--- src/rtl/ssmr_pkg.sv ---
// shared types and constants for the sliding slope momentum regime block
package ssmr_pkg;

    localparam logic [2:0] REGIME_INSUFF     = 3'd0;
    localparam logic [2:0] REGIME_ACCEL_BULL = 3'd1;
    localparam logic [2:0] REGIME_DECEL_BULL = 3'd2;
    localparam logic [2:0] REGIME_ACCEL_BEAR = 3'd3;
    localparam logic [2:0] REGIME_DECEL_BEAR = 3'd4;
    localparam logic [2:0] REGIME_NEUTRAL    = 3'd5;

    localparam logic [1:0] REG_WINDOW_LEN    = 2'd0;
    localparam logic [1:0] REG_ACCEL_LEN     = 2'd1;
    localparam logic [1:0] REG_NEUTRAL_LEVEL = 2'd2;
    localparam logic [1:0] REG_ACCEL_LEVEL   = 2'd3;

    localparam logic CMD_ADD   = 1'b0;
    localparam logic CMD_CLEAR = 1'b1;

    localparam logic [31:0] SAT_MAX = 32'h7FFF_FFFF;
    localparam logic [31:0] SAT_MIN = 32'h8000_0000;

    typedef struct packed {
        logic clear;
        logic add;
        logic walk_start;
        logic walk_sel;
        logic div_start;
        logic mom_store;
        logic acc_store;
        logic zero_accel;
        logic set_insuff;
        logic classify;
        logic load;
    } cmd_t;

    typedef struct packed {
        logic sfill_ge2;
        logic mfill_ge2;
        logic walk_done;
        logic div_done;
    } status_t;

endpackage

--- src/rtl/ssmr_ctrl.sv ---
// sequencer for one word: clear, or ring update, up to two slope walks and divisions, classify
module ssmr_ctrl
(
    input  logic             clk,
    input  logic             rst_n,
    input  logic             in_valid,
    input  logic             in_command,
    output logic             in_ready,
    input  logic             out_free,
    input  ssmr_pkg::status_t st,
    output ssmr_pkg::cmd_t    cmd
);

    typedef enum logic [3:0] {
        S_IDLE,
        S_CHECK,
        S_SWALK,
        S_SDIV,
        S_MCHECK,
        S_AWALK,
        S_ADIV,
        S_CLASS,
        S_DONE
    } state_t;

    state_t state_reg;
    state_t state_next;

    assign in_ready = (state_reg == S_IDLE);

    always_comb
    begin
        cmd        = '0;
        state_next = state_reg;
        unique case (state_reg)
            S_IDLE:
            begin
                if (in_valid)
                begin
                    if (in_command == ssmr_pkg::CMD_CLEAR)
                    begin
                        cmd.clear  = 1'b1;
                        state_next = S_DONE;
                    end
                    else
                    begin
                        cmd.add    = 1'b1;
                        state_next = S_CHECK;
                    end
                end
            end
            S_CHECK:
            begin
                if (st.sfill_ge2)
                begin
                    cmd.walk_start = 1'b1;
                    state_next     = S_SWALK;
                end
                else
                begin
                    cmd.set_insuff = 1'b1;
                    state_next     = S_DONE;
                end
            end
            S_SWALK:
            begin
                if (st.walk_done)
                begin
                    cmd.div_start = 1'b1;
                    state_next    = S_SDIV;
                end
            end
            S_SDIV:
            begin
                if (st.div_done)
                begin
                    cmd.mom_store = 1'b1;
                    state_next    = S_MCHECK;
                end
            end
            S_MCHECK:
            begin
                if (st.mfill_ge2)
                begin
                    cmd.walk_start = 1'b1;
                    cmd.walk_sel   = 1'b1;
                    state_next     = S_AWALK;
                end
                else
                begin
                    cmd.zero_accel = 1'b1;
                    state_next     = S_CLASS;
                end
            end
            S_AWALK:
            begin
                if (st.walk_done)
                begin
                    cmd.div_start = 1'b1;
                    state_next    = S_ADIV;
                end
            end
            S_ADIV:
            begin
                if (st.div_done)
                begin
                    cmd.acc_store = 1'b1;
                    state_next    = S_CLASS;
                end
            end
            S_CLASS:
            begin
                cmd.classify = 1'b1;
                state_next   = S_DONE;
            end
            S_DONE:
            begin
                if (out_free)
                begin
                    cmd.load   = 1'b1;
                    state_next = S_IDLE;
                end
            end
            default:
            begin
                state_next = S_IDLE;
            end
        endcase
    end

    always_ff @(posedge clk or negedge rst_n)
    begin
        if (!rst_n)
        begin
            state_reg <= S_IDLE;
        end
        else
        begin
            state_reg <= state_next;
        end
    end

    a_walk_then_div: assert property (@(posedge clk) disable iff (!rst_n)
        (state_reg == S_SWALK && st.walk_done) |=> (state_reg == S_SDIV))
        else $error("score walk did not hand over to division");

    a_done_waits: assert property (@(posedge clk) disable iff (!rst_n)
        (state_reg == S_DONE && !out_free) |=> (state_reg == S_DONE))
        else $error("result left before output slot was free");

    a_busy_no_accept: assert property (@(posedge clk) disable iff (!rst_n)
        (state_reg != S_IDLE) |-> !in_ready)
        else $error("ready raised while a word is in work");

endmodule

--- config.mk ---
export PLATFORM = sky130hd
export DESIGN_NAME = ssmr_ctrl
export DESIGN_NICKNAME = d
export VERILOG_FILES = /design/src/rtl/ssmr_pkg.sv /design/src/rtl/ssmr_ctrl.sv
export SDC_FILE = /design/constraint.sdc
export NUM_CORES = 1
export LEC_CHECK = 0
export ABC_AREA = 1
export BUFFER_PORTS_ARGS = -buffer_cell sky130_fd_sc_hd__buf_2
export CORE_AREA = 3 3 40 42
export CTS_BUF_LIST = sky130_fd_sc_hd__clkbuf_2
export DETAILED_ROUTE_END_ITERATION = 10
export DIE_AREA = 0 0 43 45
export SLEW_MARGIN = 20
export SYNTH_ARGS = -nofsm -noshare
export SYNTH_HDL_FRONTEND = slang
export SYNTH_SLANG_ARGS = --single-unit
--- constraint.sdc ---
create_clock -name clk -period 2.05 [get_ports clk]
set_input_delay 0.3075 -clock clk [delete_from_list [all_inputs] [get_ports clk]]
set_output_delay 0.3075 -clock clk [all_outputs]
set_load 0.02 [all_outputs]
After elaboration in Yosys (flattened, before gate mapping)
Index checks and enable logic that the tools add are counted.
{"block": "totals", "reg_bits": 4, "output_inout_bits": 12}
{"block": "classes", "n_eq_ne": 14, "muxes": 30, "n_reduce_logical": 3}
{"operator": "4-bit case mux with 9 select lines", "count": 1}
{"operator": "4-bit 2-to-1 mux", "count": 8}
{"operator": "4-bit by 3-bit == test with 1-bit output (second input constant)", "count": 4}
{"operator": "1-bit 2-to-1 mux", "count": 16}
{"operator": "2-bit != test (second input constant)", "count": 6}
{"operator": "4-bit by 2-bit == test with 1-bit output (second input constant)", "count": 2}
{"operator": "2-bit 2-to-1 mux", "count": 4}
{"operator": "6-bit AND reduction", "count": 1}
{"operator": "4-bit by 1-bit == test with 1-bit output (second input constant)", "count": 1}
{"operator": "4-bit == test (second input constant)", "count": 1}
{"operator": "4-bit logical NOT", "count": 1}
{"operator": "1-bit case mux with 2 select lines", "count": 1}
{"operator": "2-bit OR reduction", "count": 1}

Depth between registers and ports, before layout
{"block": "logic_depth", "word_depth": 3, "ltp_mapped": 8, "mapped_depth_nobuf": 8}

Least setup slack after synthesis
Ideal clock, no wire load.
{"block": "synth_path", "path_kind": "reg2out", "from": "reg state_reg[3]", "to": "out cmd[9] (netlist name)", "arrival_time_ps": 1404, "t_required_ps": 1742, "path_slack_ps": 339, "path_stages_with_launch": 6, "n_path_buf": 0, "path_cell_list": "dfrtp_1 nor2_4 inv_1 nor2_1 nand2_1 nor2_1"}
{"item": "start: declaration", "line_no": "ssmr_ctrl.sv:26", "rtl": "state_t state_reg;"}
{"item": "start signal: assignment", "line_no": "ssmr_ctrl.sv:139", "rtl": "state_reg <= state_next;"}
{"item": "end: declaration", "line_no": "ssmr_ctrl.sv:11", "rtl": "output ssmr_pkg::cmd_t cmd"}

==> out/metrics.cfg <==
[status]
outcome=finished clean

[clocking]
cts_post_setup_buffers_inserted=0
tritoncts.num_buffers=3
cts_num_sinks=4
tritoncts_clock_tree=built
clockBufferDepth=2
worst_skew_pair.late_latency_ns=0.20
cts_root_buffer=sky130_fd_sc_hd__clkbuf_2
worst_setup_hold_path_clk_slew_ns=0.04
post_cts_resized=0
cts_max_level=1

[route]
drt-vias-per-instance=4.77
route.final.wire_length_um=1170
drc=0
routed_wire_length_per_instance_um=9.65
route.vias.total=577
dr.pass1.iters=4
antenna_left=0
initialDrtViolationCount=18

[sta]
skew_ns=0.00394
final.period_utilization_pct=83.3
grt_setup_unrepaired=false
slew_violations=0
timing.slew.headroom_pct=79.6
fin_hold_viols=0
timing.fmax_mhz=586
actual_slew_at_the_worst_max_slew_pin_ns=0.305
tns_ns=0
final_worst_hold_slack_ns=0.417
period_needed_ns=1.71
layout_setup_ws_ns=0.342
finalSetupViolCount=0

[final_layout]
n_antenna_cell=0
largest_register_ff_count=4
final_common_cell=sky130_fd_sc_hd__nand2_1
fillCellCount=140
most-common-layout-cells=sky130_fd_sc_hd__nand2_1, sky130_fd_sc_hd__buf_2, sky130_fd_sc_hd__inv_1
areaGrowthSynthToFinish_pct=31.6
finalNonFillerCells=121
postLayoutCellArea_um2=599
post_route_cells_drive_above_1_share_pct=29.2
utilization_pct=46.6
finalNetCount=117

[power]
total_leakage_power_nw=0.433
total_power_mw=0.660
power.ir.vdd_worst_v=0.000421
power_per_cell_area_nw_per_um2=1100

[job]
max_cap_violations=0

[yosys]
synth_xor_xnor_area_share_pct=0
netlist-cell-type-count=14
synth_compound_area_share_pct=2.20
post-synth-top-area-cell=sky130_fd_sc_hd__dfrtp_1
postSynthRegisterBits=4
syn-instance-count=82
synthesis.area_per_instance_um2=5.55
yosys.area_share.simple_pct=60.2
yosys-top-cells-area=sky130_fd_sc_hd__dfrtp_1, sky130_fd_sc_hd__nand2_1, sky130_fd_sc_hd__nand3_1
netlist_area_um2=455
muxShareOfSynthArea_pct=0
synth-adder-area-share_pct=0
synth_seq_area_share_pct=22.0
synth.net_count=91
synth-warning-count=0
synth_top_area_share_pct=22.0
largest_family_of_logic_cells_by_synthesized_area=simple AND/OR/NAND/NOR gates

[worst_setup_path]
critical_path.reg2reg.startpoint=state_reg[1]
crit_type=register to output port
worstSetupEndpointType=output port
cp_max_fo=8
required_ns=1.74
critical_path_arrival_ns=1.40
critPathLaunchType=register
timing.critical_path.from=state_reg[3]

[die]
ioPinCount=21
die_w_um=43
core_area_um2=1280
die_h_um=45
start_util_pct=35.4
die-area_um2=1940
fp-row-count=13

[placed_design]
routabilityCongestion=0.893
placedCellCount=117
pre_cts_ws_ns=0.555
hpwlAfterDp_um=968
port-buffer-count=20
dpl-instance-area_um2=574

[worst_hold_path]
worst_hold_startpoint=out_free
hold_path_class=input port to register

[grt]
wire_length_of_the_first_global_routing_pass_um=1860
grt_antenna_before_repair=0
overflow_after_grt=0
aggregate_global_route_resource_usage_pct=12.4
grt_pass1_vias=486
grt_max_degree=9

[cells in the mapped netlist (all sizes together)]
master  number
nand2       26
nand4        1
nand3       16
nor2        13
a21oi        1
inv         19
nor4         1
o21ai        1
dfrtp        4
[area by class of cell]
class | instances | area (um2) | area share, %
clock buffer | 3 | 15.0 | 2.51
inverter | 19 | 71.3 | 11.9
multi-input combinational | 59 | 284 | 47.4
sequential | 4 | 100 | 16.7
tap | 15 | 18.8 | 3.13
timing repair buffer | 21 | 110 | 18.4
[layer usage]
| layer | track usage (%) | vias up | wire, um |
|---|---|---|---|
| met5 | 0 | - | 0 |
| met4 | 1.81 | 0 | 0 |
| met3 | 4.78 | 0 | 108 |
| met2 | 21.0 | 26 | 519 |
| met1 | 15.4 | 250 | 539 |
| li1 | - | 301 | - |
[report_power, final]
group	total, mW	switching (mW)	leakage, nW	internal [mW]
clock	0.0705	0.0312	0.0125	0.0393
combinational	0.443	0.301	0.368	0.142
sequential	0.147	0.0390	0.0524	0.108
total	0.660	0.371	0.433	0.289
[worst max-delay path, stage by stage, from the launching register on]
cell                      delay, ns
sky130_fd_sc_hd__dfrtp_1       0.44
sky130_fd_sc_hd__nor2_4        0.24
sky130_fd_sc_hd__inv_1         0.06
sky130_fd_sc_hd__nor2_1        0.11
sky130_fd_sc_hd__nand2_1       0.09
sky130_fd_sc_hd__nor2_1        0.08
sky130_fd_sc_hd__buf_2         0.16
[cell families (layout without fill, tap and decap cells)]
kind of cell | after synthesis | after routing
buffers and inverters | 19 | 43
DFF | 4 | 4
and+or+nand+nor | 57 | 57
AOI/OAI and AO/OA | 2 | 2
[final timing paths]
path / endpoint / slack (ns) / depth (start not counted)
max: cmd[9] / 0.34 / 6
max reg2reg: state_reg[2] / 0.76 / 6
min reg2reg: state_reg[0] / 0.55 / 2
min: state_reg[3] / 0.42 / 4
max in group asynchronous: state_reg[0] / 1.50 / 2
min in group asynchronous: state_reg[3] / 0.43 / 2
[timing repair]
item	CTS	global route
hold endpoints to repair	4	0
hold buffers	1	0
endpoints found under the setup margin	0	0
Power figures use the tool's default switching activity.
